==> config.mk <==
export PLATFORM = sky130hd
export DESIGN_NAME = shape_bbox_containment_unit
export DESIGN_NICKNAME = d
export VERILOG_FILES = /design/src/sv/sbc_pkg.sv /design/src/sv/sbc_front.sv /design/src/sv/sbc_queue.sv /design/src/sv/sbc_back.sv /design/src/sv/shape_bbox_containment_unit.sv
export SDC_FILE = /design/constraint.sdc
export NUM_CORES = 2
export LEC_CHECK = 0
export BUFFER_PORTS_ARGS = -buffer_cell sky130_fd_sc_hd__buf_2
export CAP_MARGIN = 20
export CORE_MARGIN = 2
export CORE_UTILIZATION = 48
export DETAILED_ROUTE_END_ITERATION = 7
export HOLD_SLACK_MARGIN = 0.03
export PLACE_DENSITY = 0.65
export SYNTH_ARGS = -nofsm -noshare
export SYNTH_HDL_FRONTEND = slang
export SYNTH_SLANG_ARGS = --single-unit
==> constraint.sdc <==
create_clock -name aclk -period 21.9 [get_ports aclk]
set_clock_uncertainty 0.2 [all_clocks]
set_input_delay 3.285 -clock aclk [delete_from_list [all_inputs] [get_ports aclk]]
set_output_delay 3.285 -clock aclk [all_outputs]
set_load 0.03 [all_outputs]
==> src/sv/sbc_pkg.sv <==
`default_nettype none
// ----------------------------------------------------------------------------
// sbc_pkg
// Shared types, widths and codes for the shape bounding box containment unit.
// ----------------------------------------------------------------------------
package sbc_pkg;

    localparam int COORD_W   = 32;
    localparam int TOL_W     = 16;
    localparam int KIND_W    = 2;
    localparam int S_DATA_W  = 6 * COORD_W;
    localparam int S_USER_W  = 1 + KIND_W;
    localparam int M_DATA_W  = 8;
    localparam int Q_DEPTH   = 2;
    localparam int Q_AW      = (Q_DEPTH > 1) ? $clog2(Q_DEPTH) : 1;
    localparam int Q_CW      = $clog2(Q_DEPTH + 1);

    localparam logic [TOL_W-1:0] TOL_RESET = TOL_W'(66);

    localparam logic ROLE_STORE = 1'b0;
    localparam logic ROLE_TEST  = 1'b1;

    localparam logic [KIND_W-1:0] KIND_POINT    = 2'd0;
    localparam logic [KIND_W-1:0] KIND_CIRCLE   = 2'd1;
    localparam logic [KIND_W-1:0] KIND_RECT     = 2'd2;
    localparam logic [KIND_W-1:0] KIND_TRIANGLE = 2'd3;

    typedef logic signed [COORD_W-1:0] coord_t;

    typedef struct packed {
        logic   role;
        coord_t lox;
        coord_t loy;
        coord_t hix;
        coord_t hiy;
    } sbc_entry_t;

    // saturate a sum that carries one extra bit
    function automatic coord_t sat_sum(input logic signed [COORD_W:0] v);
        coord_t r;
        r = v[COORD_W-1:0];
        if (v[COORD_W] != v[COORD_W-1]) begin
            r = v[COORD_W] ? {1'b1, {(COORD_W-1){1'b0}}} : {1'b0, {(COORD_W-1){1'b1}}};
        end
        return r;
    endfunction

endpackage
`default_nettype wire

==> src/sv/sbc_front.sv <==
`default_nettype none
// ----------------------------------------------------------------------------
// sbc_front
// Reduces one incoming shape beat to its axis-aligned bounding box.
// ----------------------------------------------------------------------------
module sbc_front (
    input  wire logic                          role,
    input  wire logic [sbc_pkg::KIND_W-1:0]    shape_kind,
    input  wire logic [sbc_pkg::S_DATA_W-1:0]  coords,
    output sbc_pkg::sbc_entry_t                entry
);
    import sbc_pkg::*;

    coord_t ax, ay, bx, by, cx, cy;
    coord_t min_x, min_y, max_x, max_y;

    assign ax = coords[0*COORD_W +: COORD_W];
    assign ay = coords[1*COORD_W +: COORD_W];
    assign bx = coords[2*COORD_W +: COORD_W];
    assign by = coords[3*COORD_W +: COORD_W];
    assign cx = coords[4*COORD_W +: COORD_W];
    assign cy = coords[5*COORD_W +: COORD_W];

    always_comb begin
        min_x = (ax < bx) ? ax : bx;
        min_x = (min_x < cx) ? min_x : cx;
        min_y = (ay < by) ? ay : by;
        min_y = (min_y < cy) ? min_y : cy;
        max_x = (ax > bx) ? ax : bx;
        max_x = (max_x > cx) ? max_x : cx;
        max_y = (ay > by) ? ay : by;
        max_y = (max_y > cy) ? max_y : cy;
    end

    always_comb begin
        entry.role = role;
        unique case (shape_kind)
            KIND_POINT: begin
                entry.lox = ax;
                entry.loy = ay;
                entry.hix = ax;
                entry.hiy = ay;
            end
            KIND_CIRCLE: begin
                entry.lox = sat_sum({ax[COORD_W-1], ax} - {bx[COORD_W-1], bx});
                entry.loy = sat_sum({ay[COORD_W-1], ay} - {bx[COORD_W-1], bx});
                entry.hix = sat_sum({ax[COORD_W-1], ax} + {bx[COORD_W-1], bx});
                entry.hiy = sat_sum({ay[COORD_W-1], ay} + {bx[COORD_W-1], bx});
            end
            KIND_RECT: begin
                entry.lox = ax;
                entry.loy = ay;
                entry.hix = sat_sum({ax[COORD_W-1], ax} + {bx[COORD_W-1], bx});
                entry.hiy = sat_sum({ay[COORD_W-1], ay} + {by[COORD_W-1], by});
            end
            KIND_TRIANGLE: begin
                entry.lox = min_x;
                entry.loy = min_y;
                entry.hix = max_x;
                entry.hiy = max_y;
            end
            default: begin
                entry.lox = ax;
                entry.loy = ay;
                entry.hix = ax;
                entry.hiy = ay;
            end
        endcase
    end

endmodule
`default_nettype wire

==> src/sv/sbc_queue.sv <==
`default_nettype none
// ----------------------------------------------------------------------------
// sbc_queue
// Short in-order queue of classified boxes between front and back.
// ----------------------------------------------------------------------------
module sbc_queue (
    input  wire logic          aclk,
    input  wire logic          aresetn,
    input  wire logic          push,
    input  wire sbc_pkg::sbc_entry_t push_entry,
    output logic               full,
    output logic               head_valid,
    output sbc_pkg::sbc_entry_t head_entry,
    input  wire logic          pop
);
    import sbc_pkg::*;

    sbc_entry_t          mem_reg [Q_DEPTH];
    logic [Q_AW-1:0]     wr_ptr_reg, wr_ptr_next;
    logic [Q_AW-1:0]     rd_ptr_reg, rd_ptr_next;
    logic [Q_CW-1:0]     count_reg, count_next;

    assign full       = (count_reg == Q_CW'(Q_DEPTH));
    assign head_valid = (count_reg != '0);
    assign head_entry = mem_reg[rd_ptr_reg];

    function automatic logic [Q_AW-1:0] ptr_inc(input logic [Q_AW-1:0] p);
        logic [Q_AW-1:0] r;
        r = (p == Q_AW'(Q_DEPTH - 1)) ? '0 : p + Q_AW'(1);
        return r;
    endfunction

    always_comb begin
        wr_ptr_next = push ? ptr_inc(wr_ptr_reg) : wr_ptr_reg;
        rd_ptr_next = pop  ? ptr_inc(rd_ptr_reg) : rd_ptr_reg;
        count_next  = count_reg + Q_CW'(push) - Q_CW'(pop);
    end

    always_ff @(posedge aclk) begin
        if (!aresetn) begin
            wr_ptr_reg <= '0;
            rd_ptr_reg <= '0;
            count_reg  <= '0;
        end else begin
            wr_ptr_reg <= wr_ptr_next;
            rd_ptr_reg <= rd_ptr_next;
            count_reg  <= count_next;
        end
    end

    always_ff @(posedge aclk) begin
        if (push) begin
            mem_reg[wr_ptr_reg] <= push_entry;
        end
    end

    a_no_overflow: assert property (@(posedge aclk) disable iff (!aresetn)
        !(push && full && !pop)) else $error("queue overflow");
    a_no_underflow: assert property (@(posedge aclk) disable iff (!aresetn)
        pop |-> head_valid) else $error("queue underflow");
    a_count_range: assert property (@(posedge aclk) disable iff (!aresetn)
        count_reg <= Q_CW'(Q_DEPTH)) else $error("queue count out of range");
    a_drain: assert property (@(posedge aclk) disable iff (!aresetn)
        (count_reg == Q_CW'(1) && pop && !push) |=> !head_valid)
        else $error("queue not empty after last pop");

endmodule
`default_nettype wire

==> src/sv/sbc_back.sv <==
`default_nettype none
// ----------------------------------------------------------------------------
// sbc_back
// Holds the enclosing box, tests queued boxes against it, drives results.
// ----------------------------------------------------------------------------
module sbc_back (
    input  wire logic                        aclk,
    input  wire logic                        aresetn,
    input  wire logic [sbc_pkg::TOL_W-1:0]   tolerance,
    input  wire logic                        head_valid,
    input  wire sbc_pkg::sbc_entry_t         head_entry,
    output logic                             pop,
    output logic                             m_tvalid,
    input  wire logic                        m_tready,
    output logic [sbc_pkg::M_DATA_W-1:0]     m_tdata
);
    import sbc_pkg::*;

    coord_t box_min_x_reg, box_min_y_reg, box_max_x_reg, box_max_y_reg;
    logic   box_present_reg;
    logic   valid_reg, valid_next;
    logic   encloses_reg, encloses_next;
    logic   no_box_reg, no_box_next;
    logic   out_free;
    logic   is_store;
    logic   contained;

    // a beyond b on the low side, or within tolerance: a < b, or a - b < tolerance
    function automatic logic side_ok(input coord_t a, input coord_t b,
                                     input logic [TOL_W-1:0] tol);
        logic signed [COORD_W:0] d;
        d = {a[COORD_W-1], a} - {b[COORD_W-1], b};
        return d[COORD_W] || (d[COORD_W-1:0] < COORD_W'(tol));
    endfunction

    assign out_free = !valid_reg || m_tready;
    assign is_store = (head_entry.role == ROLE_STORE);
    assign pop      = head_valid && (is_store || out_free);

    assign contained = side_ok(box_min_x_reg, head_entry.lox, tolerance)
                    && side_ok(box_min_y_reg, head_entry.loy, tolerance)
                    && side_ok(head_entry.hix, box_max_x_reg, tolerance)
                    && side_ok(head_entry.hiy, box_max_y_reg, tolerance);

    always_comb begin
        valid_next    = valid_reg;
        encloses_next = encloses_reg;
        no_box_next   = no_box_reg;
        if (m_tready) begin
            valid_next = 1'b0;
        end
        if (pop && !is_store) begin
            valid_next    = 1'b1;
            encloses_next = box_present_reg && contained;
            no_box_next   = !box_present_reg;
        end
    end

    always_ff @(posedge aclk) begin
        if (!aresetn) begin
            valid_reg       <= 1'b0;
            box_present_reg <= 1'b0;
            box_min_x_reg   <= '0;
            box_min_y_reg   <= '0;
            box_max_x_reg   <= '0;
            box_max_y_reg   <= '0;
        end else begin
            valid_reg <= valid_next;
            if (pop && is_store) begin
                box_present_reg <= 1'b1;
                box_min_x_reg   <= head_entry.lox;
                box_min_y_reg   <= head_entry.loy;
                box_max_x_reg   <= head_entry.hix;
                box_max_y_reg   <= head_entry.hiy;
            end
        end
    end

    always_ff @(posedge aclk) begin
        encloses_reg <= encloses_next;
        no_box_reg   <= no_box_next;
    end

    assign m_tvalid = valid_reg;
    assign m_tdata  = {{(M_DATA_W-2){1'b0}}, no_box_reg, encloses_reg};

    a_flags_exclusive: assert property (@(posedge aclk) disable iff (!aresetn)
        m_tvalid |-> !(encloses_reg && no_box_reg)) else $error("both flags set");
    a_box_sticky: assert property (@(posedge aclk) disable iff (!aresetn)
        !$fell(box_present_reg)) else $error("stored box lost");
    a_no_box_flag: assert property (@(posedge aclk) disable iff (!aresetn)
        (pop && !is_store && box_present_reg) |=> !no_box_reg)
        else $error("missing-box flag with stored box");
    a_result_held: assert property (@(posedge aclk) disable iff (!aresetn)
        (pop && !is_store) |-> out_free) else $error("result overwritten");

endmodule
`default_nettype wire

==> src/sv/shape_bbox_containment_unit.sv <==
`default_nettype none
// ----------------------------------------------------------------------------
// shape_bbox_containment_unit
// Bounding box containment test for point, circle, rectangle and triangle
// shapes in signed Q16.16.
// ----------------------------------------------------------------------------
// Takes one shape beat per cycle while s_tready is high. A role-0 beat stores
// its bounding box as the enclosing box and produces no result; a role-1 beat
// raises m_tvalid after passing the queue and the output register (the box
// reduction is combinational and lands in the two-entry queue at the accepting
// edge; the compare stage then loads the output register). The sustained rate
// is one beat per cycle while m_tready stays high. While a result waits, the
// queue takes two more beats before s_tready drops; s_tready then rises once a
// pop is registered. Write the tolerance only while no beat is in flight.
module shape_bbox_containment_unit (
    input  wire logic                          aclk,
    input  wire logic                          aresetn,
    input  wire logic                          s_tvalid,
    output logic                               s_tready,
    // coord_a_x, coord_a_y, coord_b_x, coord_b_y, coord_c_x, coord_c_y
    input  wire logic [sbc_pkg::S_DATA_W-1:0]  s_tdata,
    // role, shape_kind
    input  wire logic [sbc_pkg::S_USER_W-1:0]  s_tuser,
    output logic                               m_tvalid,
    input  wire logic                          m_tready,
    // encloses, no_enclosing_box, zero fill
    output logic [sbc_pkg::M_DATA_W-1:0]       m_tdata,
    input  wire logic                          cfg_valid,
    output logic                               cfg_ready,
    input  wire logic [sbc_pkg::TOL_W-1:0]     cfg_data
);
    import sbc_pkg::*;

    logic [TOL_W-1:0] tolerance_reg;
    sbc_entry_t       front_entry;
    sbc_entry_t       head_entry;
    logic             q_full;
    logic             head_valid;
    logic             pop;
    logic             push;

    assign cfg_ready = 1'b1;
    assign s_tready  = !q_full;
    assign push      = s_tvalid && s_tready;

    always_ff @(posedge aclk) begin
        if (!aresetn) begin
            tolerance_reg <= TOL_RESET;
        end else if (cfg_valid && cfg_ready) begin
            tolerance_reg <= cfg_data;
        end
    end

    sbc_front u_front (
        .role       (s_tuser[0]),
        .shape_kind (s_tuser[KIND_W:1]),
        .coords     (s_tdata),
        .entry      (front_entry)
    );

    sbc_queue u_queue (
        .aclk       (aclk),
        .aresetn    (aresetn),
        .push       (push),
        .push_entry (front_entry),
        .full       (q_full),
        .head_valid (head_valid),
        .head_entry (head_entry),
        .pop        (pop)
    );

    sbc_back u_back (
        .aclk       (aclk),
        .aresetn    (aresetn),
        .tolerance  (tolerance_reg),
        .head_valid (head_valid),
        .head_entry (head_entry),
        .pop        (pop),
        .m_tvalid   (m_tvalid),
        .m_tready   (m_tready),
        .m_tdata    (m_tdata)
    );

endmodule
`default_nettype wire

==> flow_metrics.env <==
export IMPL_status="complete, but fails checks"
export IMPL_violations="design-rule violations"
export IMPL_critPathSlowestCell="a31oi_4"
export IMPL_numClockSinks=411
export IMPL_synth_yosys_seq_area_share=0.2629
export IMPL_syn_area_sq_um=41190
export IMPL_ys_seq_elements=411
export IMPL_p_leak_nw=19.43
export IMPL_timing_final_ws_setup_ns=11.25
export IMPL_hold_slack_ns=0.3034
export IMPL_grt_max_degree=94
export IMPL_crit_path_max_fanout=64
export IMPL_end_kind="register"
export IMPL_crit_required_ns=21.87
export IMPL_overflow=0
export IMPL_cts_setup_buffers=0
export IMPL_clk_latency_ns=0.59
export IMPL_ir_drop_mv=0.06864
export IMPL_antenna_found_initial=21
export IMPL_place_ws_ns=10.85
export IMPL_wirelength_mm=143.8
export IMPL_yosys_warnings=0
export IMPL_portBuffers=219
export IMPL_finalCritPeriodShare=0.4862
export IMPL_die_y_um=296.9
export IMPL_clk_pin_slew_ns=0.06
export IMPL_gp_congestion=1.003
export IMPL_dpl_hpwl_mm=112.8
export IMPL_p_per_area_nw_per_um2=117.3
export IMPL_drc=12
export IMPL_whs_path_depth=1
export IMPL_final_layout_size_suffix_gt1_frac=0.1085
export IMPL_vias=37810
export IMPL_slew_headroom=0.1957
export IMPL_grt_pass1_wl_mm=214.2
export IMPL_cts_path_max_buffers=3
export IMPL_wl_per_cell_um=23.83
export IMPL_areaGrowthSynthToFinish_pct=8.150
export IMPL_rows=107
export IMPL_critPathMostFrequentCell="buf_4"
export IMPL_final_hold_viol_count=0
export IMPL_tritoncts="done"
export IMPL_finalNetCount=5583
export IMPL_critPathMaxStageDelay_ns=0.61
export IMPL_core_area_sq_um=85150
export IMPL_die_x_um=296.9
export IMPL_placed_cells=5940
export IMPL_synthFlopType="edfxtp_1"
export IMPL_final_antenna_net_count=0
export IMPL_first_pass_iters=8
export IMPL_io_pins=227
export IMPL_worstRegToRegCells=21
export IMPL_cts_resized=0
export IMPL_slew_violations=0
export IMPL_synth_edff_count=260
export IMPL_async_reset_ff_frac=0
export IMPL_stdcell_count=6035
export IMPL_via_per_inst=6.266
export IMPL_cap_violations=0
export IMPL_cts_htree_levels=2
export IMPL_root_buffer="clkbuf_16"
export IMPL_fill_cells=8155
export IMPL_finalSetupViolCount=0
export IMPL_worst_setup_path_type="in2reg"
export IMPL_drt_iter0_drc=3815
export IMPL_worst_slew_pin_slew_ns=1.198
export IMPL_hold_path_class="reg2reg"
export IMPL_post_route_min_period_ns=10.65
export IMPL_dieArea_sq_um=88170
export IMPL_grt_usage=0.3132
export IMPL_final_util=0.5232
export IMPL_hold_buffers=0
export IMPL_largest_reg_flops=258
export IMPL_cp_start_kind="input port"
export IMPL_syn_inst=4795
export IMPL_syn_area_per_cell_sq_um=8.590
export IMPL_grt_pass1_vias=35280
export IMPL_synth_cell_types=104
export IMPL_cp_arrival_ns=10.62
export IMPL_fmax_mhz=93.91
export IMPL_numCtsBuffers=47
export IMPL_rsz0062_at_grt="false"
export IMPL_tns_ns=0
export IMPL_start_util=0.4838
-- layout by cell type (no fill, tap or decap), types with 49 or more instances in the layout --
master and instances:
xnor2_1 156, nor3_1 63, dfxtp_1 150, mux2_2 127, o21ai_0 423, o21bai_1 57, edfxtp_1 260, buf_2 218
o211a_1 71, inv_1 399, mux2i_1 154, nor2b_1 64, nand2_1 359, o311a_1 68, nand2b_1 55, a21oi_1 345
a21o_1 85, nand4_1 52, nor2_1 295, clkbuf_16 49, ha_1 512, nand3_1 87
-- critical path, delay by kind of cell --
family / cells / cell delay (ns)
multiplexers: 2 / 0.76
buffers and inverters: 4 / 1.32
AO/OA/AOI/OAI: 14 / 3.61
adder cells (fa/ha/maj): 2 / 0.75
AND/OR/NAND/NOR: 2 / 0.69
XOR/XNOR: 1 / 0.15
-- path summary, 6_finish.rpt --
kind | startpoint | end | slack, ns
worst max-delay path | s_tdata[47] | u_queue.mem_reg[1][25]$_DFFE_PP_ | 11.25
worst min-delay path | u_back.box_min_x_reg[10]$_SDFFE_PN0P_ | u_back.box_min_x_reg[10]$_SDFFE_PN0P_ | 0.30
worst min register to register | u_back.box_min_x_reg[10]$_SDFFE_PN0P_ | u_back.box_min_x_reg[10]$_SDFFE_PN0P_ | 0.30
worst max register to register | register | u_back.encloses_reg$_DFFE_PP_ | 14.56
-- power breakdown --
| group | internal, W | switching [W] |
|---|---|---|
| logic | 0.00132 | 0.00202 |
| clock network | 0.000448 | 0.000333 |
| registers | 0.00103 | 0.0000684 |
| total | 0.00280 | 0.00242 |
-- cell usage after synthesis (17+ instances only) --
cell | n | share of area
a22oi_1 | 34 | 0.0062
a211oi_1 | 43 | 0.0078
a21o_1 | 85 | 0.015
o21bai_1 | 57 | 0.010
o221ai_1 | 42 | 0.0089
edfxtp_1 | 260 | 0.19
o311a_1 | 68 | 0.017
nor2_1 | 299 | 0.027
o2111ai_1 | 18 | 0.0038
clkbuf_1 | 178 | 0.016
o21ai_0 | 424 | 0.052
and2_1 | 21 | 0.0032
and3_1 | 23 | 0.0035
nand2b_1 | 56 | 0.0085
buf_1 | 18 | 0.0016
a221oi_1 | 21 | 0.0045
nor3_1 | 63 | 0.0077
inv_1 | 399 | 0.036
mux2_4 | 22 | 0.0080
o211a_1 | 71 | 0.017
o211ai_1 | 32 | 0.0058
and4_1 | 17 | 0.0036
a2111o_1 | 22 | 0.0060
nand2_1 | 361 | 0.033
nand3_1 | 87 | 0.011
xor2_1 | 48 | 0.010
o31ai_1 | 30 | 0.0055
dfxtp_1 | 151 | 0.073
a31oi_1 | 32 | 0.0049
or3_1 | 18 | 0.0027
nand4_1 | 52 | 0.0079
mux2i_1 | 155 | 0.038
a222oi_1 | 24 | 0.0058
buf_2 | 32 | 0.0039
a21oi_1 | 345 | 0.042
xnor2_1 | 157 | 0.033
nor2b_1 | 64 | 0.0097
mux2_2 | 128 | 0.035
nor4_1 | 22 | 0.0033
o21a_1 | 40 | 0.0073
ha_1 | 512 | 0.16
-- per-stage QoR --
step / instance area (sq um) / total power [W]
global placement: 42990 / 0.004355
global route: 44540 / 0.005633
finish: 44550 / 0.005227
detailed placement: 42990 / 0.004388
floorplan: 41210 / 0.003576
CTS: 44530 / 0.005195
-- area by class of cell --
type	count	area, sq um	share of cell area
clock inverter	29	244.0	0.005477
timing repair buffer	248	1316	0.02955
clock buffer	59	1294	0.02904
tap	1144	1431	0.03213
multi-input combinational	3737	27910	0.6265
antenna	6	15.01	0.0003370
sequential	411	10830	0.2432
inverter	401	1505	0.03379
-- per-layer routing --
layer,routed length (um),vias to the layer above,global-route usage
met5,169,-,0
met4,7220,26,0.1407
met1,62050,17910,0.4236
met3,12350,322,0.05632
li1,-,17900,-
met2,62060,1648,0.4867
-- kinds of logic after synthesis --
family / count (synthesis) / share of synthesized area
compound gates: 1551 / 0.2549
fa+ha+maj: 521 / 0.1599
flops: 411 / 0.2629
mux: 311 / 0.08232
simple gates: 1142 / 0.1328
xor+xnor: 205 / 0.04359
other cells: 2 / 0.0001823
buf+inv: 652 / 0.06336
Note: power is estimated with default switching activity, not from simulation.
